$ cat config.mk
export PLATFORM = sky130hd
export DESIGN_NAME = vml_front
export DESIGN_NICKNAME = d
export VERILOG_FILES = /design/src/rtl/core/vml_pkg.sv /design/src/rtl/core/vml_front.sv
export SDC_FILE = /design/constraint.sdc
export NUM_CORES = 2
export LEC_CHECK = 0
export ABC_AREA = 1
export BUFFER_PORTS_ARGS = -buffer_cell sky130_fd_sc_hd__buf_2
export CAP_MARGIN = 20
export CORE_MARGIN = 10
export CORE_UTILIZATION = 32
export CTS_CLUSTER_SIZE = 28
export DETAILED_ROUTE_END_ITERATION = 7
export PLACE_DENSITY = 0.48
export SYNTH_ARGS = -nofsm -noshare
export SYNTH_HDL_FRONTEND = slang
export SYNTH_SLANG_ARGS = --single-unit
$ cat constraint.sdc
create_clock -name clk -period 9.6 [get_ports clk]
set_input_delay 1.92 -clock clk [delete_from_list [all_inputs] [get_ports clk]]
set_output_delay 1.92 -clock clk [all_outputs]
set_load 0.01 [all_outputs]
$ cat src/rtl/core/vml_pkg.sv
// Shared widths, latencies, types and the limit reset function for the magnitude limiter.
`default_nettype none
package vml_pkg;

  localparam int IN_W = 32;
  localparam int OUT_W = 17;
  localparam int LIM_W = 16;
  localparam int LIM_SQ_W = 2 * LIM_W;
  localparam int SUM_W = 64;
  localparam int ROOT_W = SUM_W / 2;
  localparam int REM_W = ROOT_W + 3;
  localparam int PROD_W = IN_W + LIM_W;
  localparam int Q_W = LIM_W;
  localparam int NUM_LANES = 3;

  localparam int FRONT_LAT = 2;
  localparam int SQRT_LAT = ROOT_W;
  localparam int DIV_LAT = Q_W;
  localparam int PIPE_LAT = FRONT_LAT + 1 + SQRT_LAT + DIV_LAT + 1;

  localparam int FRAC_BITS_DEF = 16;

  // Divisor used on the pass-through path: N = mag << Q_W divided by this gives mag back.
  localparam logic [ROOT_W-1:0] UNITY_DIV = ROOT_W'(64'd1 << Q_W);

  typedef struct packed {
    logic              neg;
    logic [IN_W-1:0]   mag;
    logic [SUM_W-1:0]  sq;
    logic [PROD_W-1:0] prod;
  } front_t;

  typedef struct packed {
    logic [NUM_LANES-1:0] neg;
    logic                 limited;
  } tag_t;

  // round(0.158 * 2^frac_bits), saturated to the register width
  function automatic logic [LIM_W-1:0] limit_reset(input int frac_bits);
    longint unsigned raw;
    raw = ((64'd158 << frac_bits) + 64'd500) / 64'd1000;
    if (raw > 64'(2 ** LIM_W - 1)) begin
      raw = 64'(2 ** LIM_W - 1);
    end
    return LIM_W'(raw);
  endfunction

endpackage
`default_nettype wire

$ cat src/rtl/core/vml_front.sv
// One lane front end: sign split, square and product with the limit.
`default_nettype none
module vml_front
  import vml_pkg::*;
(
  input  wire logic                    clk,
  input  wire logic                    en,
  input  wire logic signed [IN_W-1:0]  comp,
  input  wire logic        [LIM_W-1:0] lim,
  output front_t                       res
);

  logic            neg1;
  logic [IN_W-1:0] mag1;

  always_ff @(posedge clk) begin
    if (en) begin
      neg1 <= comp[IN_W-1];
      mag1 <= comp[IN_W-1] ? (IN_W'(0) - IN_W'(comp)) : IN_W'(comp);
      res.neg  <= neg1;
      res.mag  <= mag1;
      res.sq   <= SUM_W'(mag1) * SUM_W'(mag1);
      res.prod <= PROD_W'(mag1) * PROD_W'(lim);
    end
  end

endmodule
`default_nettype wire

==> metrics.cfg <==
[timing]
rsz0062_at_grt=false
holdWs_ns=0.443
slew_headroom_pct=24.2
slew_violations=0
finalHoldViolations=0
fin_skew_ns=0.0373
layout_setup_ws_ns=1.75
period_needed_ns=7.85
max_freq_mhz=127
worst_pin_slew_ns=1.14
finalSetupViolCount=0
fin_setup_tns_ns=0
min_period_over_period_pct=81.8

[cts]
tritoncts=built
cts_buffers=17
ctsHoldBuffers=0
clock_path_buffers=2
insertion_delay_ns=0.58
cts_max_level=4
clk_pin_slew_ns=0.09
cts_sinks=176
post-cts-setup-buffer-count=0
root_buffer=clkbuf_16
cts_resized=0

[die]
die_area_sq_mm=0.188
coreArea_sq_mm=0.170
die-height_um=434
die_w_um=434
start_util_pct=32.3
std_cell_rows=151
ios=195

[worst_setup_path]
crit_buf_inv=6
slowest_stage=edfxtp_1
r2r_cells=22
path_class=flip-flop to flip-flop
end_kind=flip-flop
path_cells=nand2_1, fa_1, inv_1, fa_1, fa_1, inv_1, fa_1, inv_1, fa_1, fa_1, fa_1, inv_1, fa_1, inv_1, ha_1, nand2_1, nor2_1, inv_2, nor2_1, a21oi_1, nand2_2, xor2_1
r2r_end=res[76]
cp-startpoint=mag1[6]
critical_path.endpoint=res[76]
cp_top_family=adder cells
r2r-start=mag1[6]
cp_max_fo=20
cp.arrival_ns=8.14
reg2reg_setup_slack_ns=1.75
critPathMaxStageDelay_ns=1.09
crit_top_cell=fa_1
crit_cells=22
required_ns=9.89
critPathLaunchType=flip-flop

[yosys]
yosysSeqAreaShare_pct=9.66
synth-edff-count=176
synth_top_area_cell=fa_1
synth_area_sq_mm=0.0547
synthCells=6700
synth_commonest_cells=inv_1, nand2_1, fa_1, ha_1, nor2_1
netlist-cell-type-count=41
synthArstFlopShare_pct=0
ys_warn_count=0
synth-seq-cells=176
synth.area.top_cells=fa_1, inv_1, nand2_1, edfxtp_1, ha_1
synthMostInstantiatedCell=inv_1
ys.flop_type=edfxtp_1
synth_top_area_share_pct=44.3
synth_area_per_cell_sq_um=8.17
synth_nets=8379

[route]
wl_per_cell_um=18.8
drc=0
wl_um=169000
detail_route.vias_per_cell=4.53
route.vias.total=40800
ant_nets=0
first_pass_iters=6
drt_iter0_drc=2443

[grt]
grt_pass1_wl_um=267000
grt-ovfl-total=0
grt_pass1_vias=44600
antenna_found_initial=5
grt_max_degree=70
track_usage_pct=18.6

[cells_and_area]
syn_to_final_growth_pct=7.78
nets=8445
drive_gt1_share_pct=5.93

[placement]
portBuffers=193
dp_slack_ns=1.38
dp_hpwl_um=138000
place_congestion=0.929

[worst_hold_path]
min_path_type=flip-flop to flip-flop

[status]
outcome=complete, no violations

[job]
cap_violations=0

==> registers in the layout, indices dropped and copies added (netlist names) <==
| signal | count |
|---|---|
| res | 143 |
| mag1 | 32 |
| neg1 | 1 |
==> cell families (layout without fill, tap and decap cells) <==
family / after synthesis / in the layout / share of synthesized area, %
compound gates: 189 / 189 / 2.01
xor+xnor: 129 / 129 / 2.06
fa+ha+maj: 1629 / 1629 / 53.8
buf+inv: 2328 / 2407 / 16.0
flops: 176 / 176 / 9.66
other cells: 1 / 2 / 0.00685
simple gates: 2248 / 2248 / 16.4
==> per-layer routing <==
metal,global-route usage [%],up-vias,part of all wire [%]
li1,-,19000,-
met1,25.7,20600,46
met2,31.4,1005,48
met3,2.14,146,4.8
met4,3.95,0,2.0
met5,0,-,0
==> stage by stage <==
stage,utilization (%),cells,instance area (sq um)
final,34.8,8998,59000
after global routing,34.8,8997,59000
after CTS,34.8,8997,59000
after detailed placement,34.4,8965,58400
after global placement,34.4,8962,58300
after floorplan,-,6700,54700
==> layout by cell type, fill, tap and decap left out, types with 60 or more instances in the layout <==
master | netlist | layout
edfxtp_1 | 176 | 176
nand2_1 | 1817 | 1817
nor2_1 | 189 | 189
xor2_1 | 106 | 106
inv_1 | 2092 | 2092
buf_2 | 2 | 192
buf_4 | 2 | 60
ha_1 | 419 | 419
fa_1 | 1210 | 1210
a21oi_1 | 98 | 98
nand3_1 | 109 | 109
==> cell type report <==
cell class              instances  area (sq um)
fillers                     17900        111000
multi-input cells            4196         40700
inverters                    2110          7920
flip-flops and latches        176          5290
well taps                    2218          2780
repair buffers                265          1680
clock buffers                  18           429
clock inverters                14           199
diodes                          1          2.50
==> how the worst min path moves through the flow <==
| stage | slack (ns) | to | startpoint | cells past startpoint |
|---|---|---|---|---|
| finish | 0.44 | res[144] | neg1 | 0 |
| global placement | 0.41 | res[144] | neg1 | 0 |
| floorplan | 0.40 | res[144] | neg1 | 0 |
| CTS | 0.45 | res[144] | neg1 | 0 |
| detailed placement | 0.41 | res[144] | neg1 | 0 |
| global route | 0.46 | res[144] | neg1 | 0 |
Power is left out: the tool's default activity adds up to more than one toggle a clock period on the data nets, which glitch-free logic cannot reach.
