## config.mk

```make
export PLATFORM = sky130hd
export DESIGN_NAME = vml_div
export DESIGN_NICKNAME = d
export VERILOG_FILES = /design/src/rtl/core/vml_pkg.sv /design/src/rtl/core/vml_div.sv
export SDC_FILE = /design/constraint.sdc
export NUM_CORES = 2
export LEC_CHECK = 0
export CAP_MARGIN = 10
export CELL_PAD_IN_SITES_DETAIL_PLACEMENT = 1
export CELL_PAD_IN_SITES_GLOBAL_PLACEMENT = 2
export CORE_AREA = 2 2 500 502
export CTS_BUF_LIST = sky130_fd_sc_hd__clkbuf_16
export CTS_CLUSTER_SIZE = 28
export DETAILED_ROUTE_END_ITERATION = 6
export DIE_AREA = 0 0 502 504
export DONT_BUFFER_PORTS = 1
export PLACE_DENSITY_LB_ADDON = 0.15
export SYNTH_ARGS = -nofsm -noshare
export SYNTH_HDL_FRONTEND = slang
export SYNTH_SLANG_ARGS = --single-unit
```

## constraint.sdc

```tcl
create_clock -name clk -period 9 [get_ports clk]
set_clock_uncertainty 0.1 [all_clocks]
set_input_delay 0.45 -clock clk [delete_from_list [all_inputs] [get_ports clk]]
set_output_delay 0.45 -clock clk [all_outputs]
set_load 0.01 [all_outputs]
```

## src/rtl/core/vml_pkg.sv

```systemverilog
// Shared widths, latencies, types and the limit reset function for the magnitude limiter.
`default_nettype none
package vml_pkg;

  localparam int IN_W = 32;
  localparam int OUT_W = 17;
  localparam int LIM_W = 16;
  localparam int LIM_SQ_W = 2 * LIM_W;
  localparam int SUM_W = 64;
  localparam int ROOT_W = SUM_W / 2;
  localparam int REM_W = ROOT_W + 3;
  localparam int PROD_W = IN_W + LIM_W;
  localparam int Q_W = LIM_W;
  localparam int NUM_LANES = 3;

  localparam int FRONT_LAT = 2;
  localparam int SQRT_LAT = ROOT_W;
  localparam int DIV_LAT = Q_W;
  localparam int PIPE_LAT = FRONT_LAT + 1 + SQRT_LAT + DIV_LAT + 1;

  localparam int FRAC_BITS_DEF = 16;

  // Divisor used on the pass-through path: N = mag << Q_W divided by this gives mag back.
  localparam logic [ROOT_W-1:0] UNITY_DIV = ROOT_W'(64'd1 << Q_W);

  typedef struct packed {
    logic              neg;
    logic [IN_W-1:0]   mag;
    logic [SUM_W-1:0]  sq;
    logic [PROD_W-1:0] prod;
  } front_t;

  typedef struct packed {
    logic [NUM_LANES-1:0] neg;
    logic                 limited;
  } tag_t;

  // round(0.158 * 2^frac_bits), saturated to the register width
  function automatic logic [LIM_W-1:0] limit_reset(input int frac_bits);
    longint unsigned raw;
    raw = ((64'd158 << frac_bits) + 64'd500) / 64'd1000;
    if (raw > 64'(2 ** LIM_W - 1)) begin
      raw = 64'(2 ** LIM_W - 1);
    end
    return LIM_W'(raw);
  endfunction

endpackage
`default_nettype wire

```

## src/rtl/core/vml_div.sv

```systemverilog
// Pipelined restoring divider, one quotient bit per stage; quotient known to fit Q_W bits.
`default_nettype none
module vml_div
  import vml_pkg::*;
(
  input  wire logic              clk,
  input  wire logic              en,
  input  wire logic [PROD_W-1:0] dividend,
  input  wire logic [ROOT_W-1:0] divisor,
  output logic      [Q_W-1:0]    quotient
);

  logic [ROOT_W-1:0] rem_q [1:DIV_LAT];
  logic [Q_W-1:0]    low_q [1:DIV_LAT];
  logic [ROOT_W-1:0] dvs_q [1:DIV_LAT];
  logic [Q_W-1:0]    quo_q [1:DIV_LAT];

  for (genvar k = 0; k < DIV_LAT; k++) begin : g_stage
    logic [ROOT_W-1:0] rem_in;
    logic [Q_W-1:0]    low_in;
    logic [ROOT_W-1:0] dvs_in;
    logic [Q_W-1:0]    quo_in;
    logic [ROOT_W:0]   trial;
    logic              take;

    if (k == 0) begin : g_first
      assign rem_in = dividend[PROD_W-1 -: ROOT_W];
      assign low_in = dividend[Q_W-1:0];
      assign dvs_in = divisor;
      assign quo_in = '0;
    end else begin : g_rest
      assign rem_in = rem_q[k];
      assign low_in = low_q[k];
      assign dvs_in = dvs_q[k];
      assign quo_in = quo_q[k];
    end

    assign trial = {rem_in, low_in[Q_W-1]};
    assign take  = trial >= {1'b0, dvs_in};

    always_ff @(posedge clk) begin
      if (en) begin
        rem_q[k+1] <= take ? ROOT_W'(trial - {1'b0, dvs_in}) : ROOT_W'(trial);
        low_q[k+1] <= {low_in[Q_W-2:0], 1'b0};
        dvs_q[k+1] <= dvs_in;
        quo_q[k+1] <= {quo_in[Q_W-2:0], take};
      end
    end
  end

  assign quotient = quo_q[DIV_LAT];

endmodule
`default_nettype wire

```

==> results.tsv <==
metric	value	unit
Routability Congestion	0.842	
Placed Area	73100	µm²
RSZ-0062 raised after global routing	false	
final wirelength	190000	µm
Synth area leader	edfxtp_1	
core box area	248000	µm²
Syn Area/Cell	11.3	µm²
ANT nets after route	0	
status	completed	
Yosys top cell area share	52.8	%
Synth Instances	6133	
Die Ht	504	µm
HPWL after DPL	148000	µm
# rows	183	
Setup WS post-layout	4260	ps
initial drt markers	1847	
Setup Viol. Count Final	0	
Async SR Flop Fraction	0	%
area of the multi-input gates	29600	µm²
Psw	10.9	mW
Setup Buffers After CTS	0	
Arr. time, crit path	5210	ps
PD cells	358	nW/µm²
actual slew at the worst max-slew pin	1230	ps
CP Class	register to register	
Worst EP required	9470	ps
clk buf depth	3	
Die Area	253000	µm²
drt pass-1 iters	5	
Register Area	36500	µm²
Via Count	45751	
maximum vdd drop	190	µV
Synth Warn #	0	
Root Driver	clkbuf_16	
clock latency on the worst-skew pair	820	ps
DR WL/cell	19.6	µm
FILL cells	27057	
Port-buffer cells	0	
Post-synth top flop	edfxtp_1	
Mapped Area	69200	µm²
internal power	17.3	mW
Synth cell types	99	
Design Area, Final	78900	µm²
CTS resizes	0	
Seq/Total Area, Yosys	52.8	%
DRC	0	
total power	28.2	mW
Post-synth EDFFs	1216	
count leader, synth	edfxtp_1	
CTS Buf Count	157	
Synth top cells by count	edfxtp_1 (1216), inv_1 (636), ha_1 (512)	
clock sink count	1216	
dpl ws	4190	ps
initial antenna violation count	5	
vias in the first global route	50351	
IO Pins	98	
Clk pwr share	21.3	%
Vias per Instance	4.71	
setup TNS	0	ps
Tcrit/Tclk final	52.6	%
max_slew headroom	17.8	%
CTS H-tree depth	4	
Overflow after GRT	0	
Max Fclk	0.211	GHz
Layout area overhead	14.0	%
first-pass GRT wire length	295000	µm
post-layout util	31.9	%
final hold vios	0	
Worst Hold Class	primary input to register	
syn_nets	6742	
max-slew violation total from the final report	0	
fin crit period	4740	ps
Initial Util	27.9	%
sw frac	38.6	%
P_leak	31.4	nW
Comb pwr share	45.8	%
MaxCap Viol Count	0	
Tot GR Track Use	14.9	%
pin count of the biggest net entering global routing	261	
Nets	6855	
critical path capture point type	register	
register share of total power	32.9	%
CP Max Fanout	39	
die width	502	µm
TritonCTS clock tree	built	
Worst-path clk slew	60	ps
synth top area cells	edfxtp_1 (53%), ha_1 (9.3%), a21oi_1 (3.5%)	
share of cells above drive strength 1	7.80	%
crit path launch type	register	
Post-CTS Hold Buffers	82	
synthesized flop and latch total	1216	
## cell usage in the layout (no fill, tap or decap), types with 18 or more instances in the layout
master | netlist | final
a211oi_1 | 43 | 43
a21o_1 | 232 | 232
a21oi_1 | 486 | 486
a31oi_1 | 41 | 41
and2_1 | 27 | 27
and3_1 | 40 | 40
buf_4 | 10 | 25
clkbuf_16 | 0 | 158
clkinv_1 | 0 | 44
clkinv_2 | 0 | 18
dlygate4sd3_1 | 0 | 81
edfxtp_1 | 1216 | 1216
ha_1 | 512 | 512
inv_1 | 636 | 669
mux2_1 | 18 | 18
mux2_2 | 188 | 188
nand2_1 | 458 | 458
nand2b_1 | 64 | 64
nand3_1 | 105 | 105
nand4_1 | 89 | 89
nor2_1 | 311 | 311
nor2b_1 | 65 | 65
nor3_1 | 62 | 62
o211ai_1 | 28 | 28
o21a_1 | 75 | 75
o21ai_0 | 400 | 400
o21bai_1 | 61 | 61
o31a_1 | 27 | 27
o31ai_1 | 44 | 43
or3_1 | 20 | 20
xnor2_1 | 230 | 230
xor2_1 | 169 | 169
## metrics by stage
step                      hold slack, ps  instances
after floorplan                      300       6133
after global placement               301       9334
after detailed placement             305       9334
after CTS                          0.307       9699
after global routing                61.5       9707
final                               68.0       9707
## area by class of cell
cell class,count,area share [%]
flip-flops and latches,1216,46.3
multi-input cells,4119,37.5
well taps,3330,5.28
clock buffers,158,5.01
inverters,637,3.03
repair buffers,115,1.58
clock inverters,125,1.24
diodes,7,0.0222
## worst max-delay path, stage by stage, from the launching register on
cell      delay (ps)
edfxtp_1         440
inv_1             80
ha_1             230
nor2b_1          150
o31ai_1          340
a21oi_1          250
a22oi_1          360
o21ai_1          170
a31oi_1          530
nor4_1           170
o31ai_4          800
buf_4            470
mux2_2           380
## worst paths after layout
check	from	end	slack, ps	depth (start not counted)
hold / removal	dividend[22]	rem_q[0][39]	70	3
setup reg to reg	dvs_q[0][353]	rem_q[0][396]	4260	12
hold reg to reg	quo_q[0][131]	quo_q[0][148]	310	0
setup / recovery	dvs_q[0][353]	rem_q[0][396]	4260	12
## power by group through the flow
stage          Sequential, mW  Clock (mW)  Combinational (mW)
3_5_place_dp             9.45           0                13.0
3_3_place_gp             9.47           0                12.9
2_1_floorplan            8.94           0                9.71
5_1_grt                  9.47        6.46                14.5
4_1_cts                  9.35        6.28                13.1
6_report                 9.30        6.00                12.9
## routing by layer
metal	vias up	part of all wire, %	GRT usage, %
li1	22750	-	-
met1	22277	38	15.1
met2	434	56	29.9
met3	290	2.3	2.18
met4	0	4.2	6.21
met5	-	0	0
## registers in the layout, summed over array words and instances (netlist names)
signal  cells
dvs_q     480
rem_q     480
quo_q     136
low_q     120
## kinds of logic after synthesis
| group | synth area share, % |
|---|---|
| xor gates and xnor gates | 5.05 |
| AOI/OAI and AO/OA | 15.1 |
| muxes | 3.80 |
| DFF | 52.8 |
| adders and majority gates | 9.70 |
| buffers and inverters | 4.56 |
| and+or+nand+nor | 8.99 |
No activity file was read; power rests on OpenSTA's default activity.
