File: config.mk
export PLATFORM = sky130hd
export DESIGN_NAME = vml_sqrt
export DESIGN_NICKNAME = d
export VERILOG_FILES = /design/src/rtl/core/vml_pkg.sv /design/src/rtl/core/vml_sqrt.sv
export SDC_FILE = /design/constraint.sdc
export NUM_CORES = 2
export LEC_CHECK = 0
export BUFFER_PORTS_ARGS = -buffer_cell sky130_fd_sc_hd__buf_2
export CAP_MARGIN = 0
export CORE_MARGIN = 10
export CORE_UTILIZATION = 50
export CTS_BUF_LIST = sky130_fd_sc_hd__clkbuf_4 sky130_fd_sc_hd__clkbuf_8 sky130_fd_sc_hd__clkbuf_16
export CTS_CLUSTER_DIAMETER = 30
export CTS_CLUSTER_SIZE = 30
export DETAILED_ROUTE_END_ITERATION = 6
export GPL_TIMING_DRIVEN = 0
export PLACE_DENSITY = 0.65
export SETUP_SLACK_MARGIN = 0.2
export SLEW_MARGIN = 25
export SYNTH_ARGS = -nofsm -noshare
export SYNTH_HDL_FRONTEND = slang
export SYNTH_MEMORY_MAX_BITS = 65536
export SYNTH_SLANG_ARGS = --single-unit
File: constraint.sdc
create_clock -name clk -period 3.85 [get_ports clk]
set_input_delay 0.385 -clock clk [delete_from_list [all_inputs] [get_ports clk]]
set_output_delay 0.385 -clock clk [all_outputs]
set_load 0.05 [all_outputs]
File: src/rtl/core/vml_pkg.sv
// Shared widths, latencies, types and the limit reset function for the magnitude limiter.
`default_nettype none
package vml_pkg;

  localparam int IN_W = 32;
  localparam int OUT_W = 17;
  localparam int LIM_W = 16;
  localparam int LIM_SQ_W = 2 * LIM_W;
  localparam int SUM_W = 64;
  localparam int ROOT_W = SUM_W / 2;
  localparam int REM_W = ROOT_W + 3;
  localparam int PROD_W = IN_W + LIM_W;
  localparam int Q_W = LIM_W;
  localparam int NUM_LANES = 3;

  localparam int FRONT_LAT = 2;
  localparam int SQRT_LAT = ROOT_W;
  localparam int DIV_LAT = Q_W;
  localparam int PIPE_LAT = FRONT_LAT + 1 + SQRT_LAT + DIV_LAT + 1;

  localparam int FRAC_BITS_DEF = 16;

  // Divisor used on the pass-through path: N = mag << Q_W divided by this gives mag back.
  localparam logic [ROOT_W-1:0] UNITY_DIV = ROOT_W'(64'd1 << Q_W);

  typedef struct packed {
    logic              neg;
    logic [IN_W-1:0]   mag;
    logic [SUM_W-1:0]  sq;
    logic [PROD_W-1:0] prod;
  } front_t;

  typedef struct packed {
    logic [NUM_LANES-1:0] neg;
    logic                 limited;
  } tag_t;

  // round(0.158 * 2^frac_bits), saturated to the register width
  function automatic logic [LIM_W-1:0] limit_reset(input int frac_bits);
    longint unsigned raw;
    raw = ((64'd158 << frac_bits) + 64'd500) / 64'd1000;
    if (raw > 64'(2 ** LIM_W - 1)) begin
      raw = 64'(2 ** LIM_W - 1);
    end
    return LIM_W'(raw);
  endfunction

endpackage
`default_nettype wire

File: src/rtl/core/vml_sqrt.sv
// Pipelined integer square root, one root bit per stage.
`default_nettype none
module vml_sqrt
  import vml_pkg::*;
(
  input  wire logic              clk,
  input  wire logic              en,
  input  wire logic [SUM_W-1:0]  radicand,
  output logic      [ROOT_W-1:0] root
);

  logic [SUM_W-1:0]  rad_q  [1:SQRT_LAT];
  logic [REM_W-1:0]  rem_q  [1:SQRT_LAT];
  logic [ROOT_W-1:0] root_q [1:SQRT_LAT];

  for (genvar i = 0; i < SQRT_LAT; i++) begin : g_stage
    logic [SUM_W-1:0]  rad_in;
    logic [REM_W-1:0]  rem_in;
    logic [ROOT_W-1:0] root_in;
    logic [REM_W-1:0]  rem_sh;
    logic [REM_W-1:0]  trial;
    logic              take;

    if (i == 0) begin : g_first
      assign rad_in  = radicand;
      assign rem_in  = '0;
      assign root_in = '0;
    end else begin : g_rest
      assign rad_in  = rad_q[i];
      assign rem_in  = rem_q[i];
      assign root_in = root_q[i];
    end

    // bring down the next two radicand bits and try root*4+1
    assign rem_sh = {rem_in[REM_W-3:0], rad_in[SUM_W-1 -: 2]};
    assign trial  = {1'b0, root_in, 2'b01};
    assign take   = rem_sh >= trial;

    always_ff @(posedge clk) begin
      if (en) begin
        rad_q[i+1]  <= {rad_in[SUM_W-3:0], 2'b00};
        rem_q[i+1]  <= take ? (rem_sh - trial) : rem_sh;
        root_q[i+1] <= {root_in[ROOT_W-2:0], take};
      end
    end
  end

  assign root = root_q[SQRT_LAT];

endmodule
`default_nettype wire

==> impl_metrics.csv <==
group,metric,value,unit
clock_tree,clockRootBuffer,"clkbuf_16",
timing,rsz0062_at_grt,"true",
worst_setup_path,criticalPathCategory,"reg -> reg",
pwr,finalPower,94790,µW
clock_tree,path_clk_slew,0.05,ns
drt,postRouteAntennaNets,0,
yosys,ys_warn_count,0,
floorplanning,die_h,502.5,µm
drt,detail_route.vias_per_cell,5.487,
yosys,ys.flop_type,"edfxtp_1",
worst_setup_path,setup.worst_path.end_class,"flop",
worst_setup_path,worst_r2r_path_depth,9,
finish,final_nets,10430,
clock_tree,cts_sinks,2494,
grt,grt_start_max_net_pins,142,
timing,finalMaxSlewViolations,0,
drt,route.detailed.drc,0,
timing,setup_violations,0,
yosys,synth_cell_types,89,
timing,skew,0.09826,ns
status,status,"finished clean",
floorplanning,core_area,232100,µm²
clock_tree,ctsLongestPathBuffers,4,
yosys,synth-seq-cells,2494,
worst_setup_path,cp.arrival,4.30,ns
grt,grt_pass1_wl,395200,µm
worst_hold_path,hp-class,"in -> reg",
yosys,synth-edff-count,2494,
grt,grt_remaining_overflow,0,
clock_tree,cts_tree,"yes",
yosys,synth_area_per_cell,12.81,µm²
clock_tree,htree_levels,5,
drt,wl_per_cell,18.99,µm
floorplanning,dieArea,252500,µm²
worst_hold_path,holdPathStages,2,
floorplanning,fp.dieW,502.5,µm
finish,final_util,0.6016,
timing,hold_slack,0.09838,ns
pwr,vdd_drop_max,0.0005033,V
timing,relSlewSlack,0.2920,
drt,wirelength,251600,µm
floorplanning,io_pins,98,
timing,max_freq,277.5,MHz
drt,vias,72700,
yosys,synth_nets,9715,
timing,period_share,0.9360,
placement,dp_slack,-0.8551,ns
finish,drive_gt1_frac,0.1307,
timing,period_minus_slack,3.604,ns
pwr,p_leak,0.05374,µW
clock_tree,numCtsBuffers,483,
placement,io_buffers,97,
placement,gp_congestion,0.9016,
worst_setup_path,cp_max_fo,6,
grt,grt_pass1_vias,71980,
yosys,synth.yosys.seq_area_share,0.6433,
yosys,syn_area,116400,µm²
yosys,synthArstFlopShare,0,
timing,tightest_slew,1.049,ns
pwr,power.density,678.9,nW/µm²
floorplanning,rows,177,
floorplanning,initial_core_util,0.5016,
timing,hold_viol_final,0,
timing,setup_slack,0.2464,ns
worst_setup_path,startpoint_type,"flop",
yosys,synthCells,9088,
worst_setup_path,required,4.54,ns
job,maxCapViolations,0,
drt,initialDrtViolationCount,5745,
drt,dr.pass1.iters,5,
clock_tree,clkLatencyLatePin,0.99,ns
placement,dpl.hpwl,178700,µm
grt,grt_usage,0.1950,
grt,antenna_found_initial,4,
worst_setup_path,r2r_slack,0.25,ns
finish,area_delta_synth_final,19.94,%
==> timing repair <==
| action | 4_1_cts | 5_1_grt |
|---|---|---|
| endpoints found under the hold margin | 144 | 0 |
| gates resized for setup | 134 | 153 |
| hold buffers | 66 | 0 |
| pin swaps | 10 | 20 |
| cloned | 1 | 0 |
| setup endpoints to repair | 514 | 545 |
| buffers inserted | 19 | 23 |
==> synthesized netlist by cell type, drive strengths merged, types with 92 or more instances <==
cell type | instances | area share
nand4 | 106 | 0.0058
clkbuf | 165 | 0.0053
nand3 | 139 | 0.0060
nor2 | 594 | 0.019
nor3 | 230 | 0.010
nand2 | 601 | 0.019
nor2b | 92 | 0.0049
inv | 718 | 0.023
xor2 | 398 | 0.030
a21o | 224 | 0.014
ha | 561 | 0.060
a21oi | 589 | 0.025
nor4 | 132 | 0.0073
o21ai | 509 | 0.022
nand2b | 95 | 0.0051
edfxtp | 2494 | 0.64
o21a | 95 | 0.0061
xnor2 | 384 | 0.029
==> placed cells by master (no fill, tap or decap), drive strengths merged, types with 70 or more instances in the layout <==
master	n
a21o	224
a21oi	589
buf	194
clkbuf	683
clkinv	187
edfxtp	2494
ha	561
inv	776
nand2	601
nand2b	95
nand3	139
nand4	106
nor2	594
nor2b	92
nor3	230
nor4	132
o21a	95
o21ai	509
o31ai	72
or3	86
or4	70
xnor2	384
xor2	398
==> area by class of cell <==
type,instances,area (µm²)
well taps,3043,3807
inverters,720,2706
multi-input cells,5679,38940
repair buffers,225,2027
fillers,18140,92470
clock buffers,522,12380
diodes,2,5.005
flip-flops and latches,2494,74890
plain buffers,196,893.4
clock inverters,368,3974
==> stage by stage <==
step	setup TNS [ns]	cells	instance area, µm²
detailed placement	-127.54	12250	121300
global route	0	13250	139600
global placement	-	12230	120700
finish	0	13250	139600
CTS	0	13220	139000
floorplan	0	9088	116400
==> metal layers <==
| layer | track usage | routed length (µm) | vias to the layer above |
|---|---|---|---|
| met5 | 0 | 38 | - |
| met2 | 0.3360 | 125600 | 1700 |
| met1 | 0.2516 | 106700 | 35140 |
| li1 | - | - | 35330 |
| met3 | 0.03012 | 10950 | 531 |
| met4 | 0.06758 | 8314 | 4 |
==> worst paths after layout <==
| path | endpoint | from |
|---|---|---|
| worst max-delay path | rem_q[0][201]$_DFFE_PP_ | rem_q[0][148]$_DFFE_PP_ |
| worst min-delay path | rad_q[0][122]$_DFFE_PP_ | radicand[60] |
| worst max register to register | rem_q[0][201]$_DFFE_PP_ | rem_q[0][148]$_DFFE_PP_ |
| worst min register to register | root_q[6][11]$_DFFE_PP_ | root_q[5][106]$_DFFE_PP_ |
==> critical path, cell delays in order (launching register included) <==
cell and delay, ns:
edfxtp_1 0.42, or3_1 0.41, or4_1 0.47, nor4_1 0.20
nand3_1 0.18, o311ai_0 0.91, nor3_2 0.20, nand2b_1 0.26
nor3_1 0.09, xor2_1 0.15
==> cell families (layout without fill, tap and decap cells) <==
logic type	Yosys count	after routing	synth area share
muxes	73	73	0.006922
xor gates and xnor gates	782	782	0.05883
other	1	3	0.00003221
DFF	2494	2494	0.6433
buffers and inverters	916	2031	0.02971
AOI/OAI and AO/OA	1876	1877	0.09922
adders and majority gates	561	561	0.06030
and+or+nand+nor	2385	2385	0.1017
==> registers in the layout (all words and copies together) (netlist names) <==
| signal | flops |
|---|---|
| rem_q | 974 |
| rad_q | 992 |
| root_q | 528 |
==> power breakdown <==
group          switching [µW]  leakage [µW]  internal, µW
Sequential               2340        0.0240         34400
Combinational           10100        0.0219          6830
Clock                   14000       0.00786         27100
Total                   26500        0.0537         68300
Power figures use the tool's default switching activity.
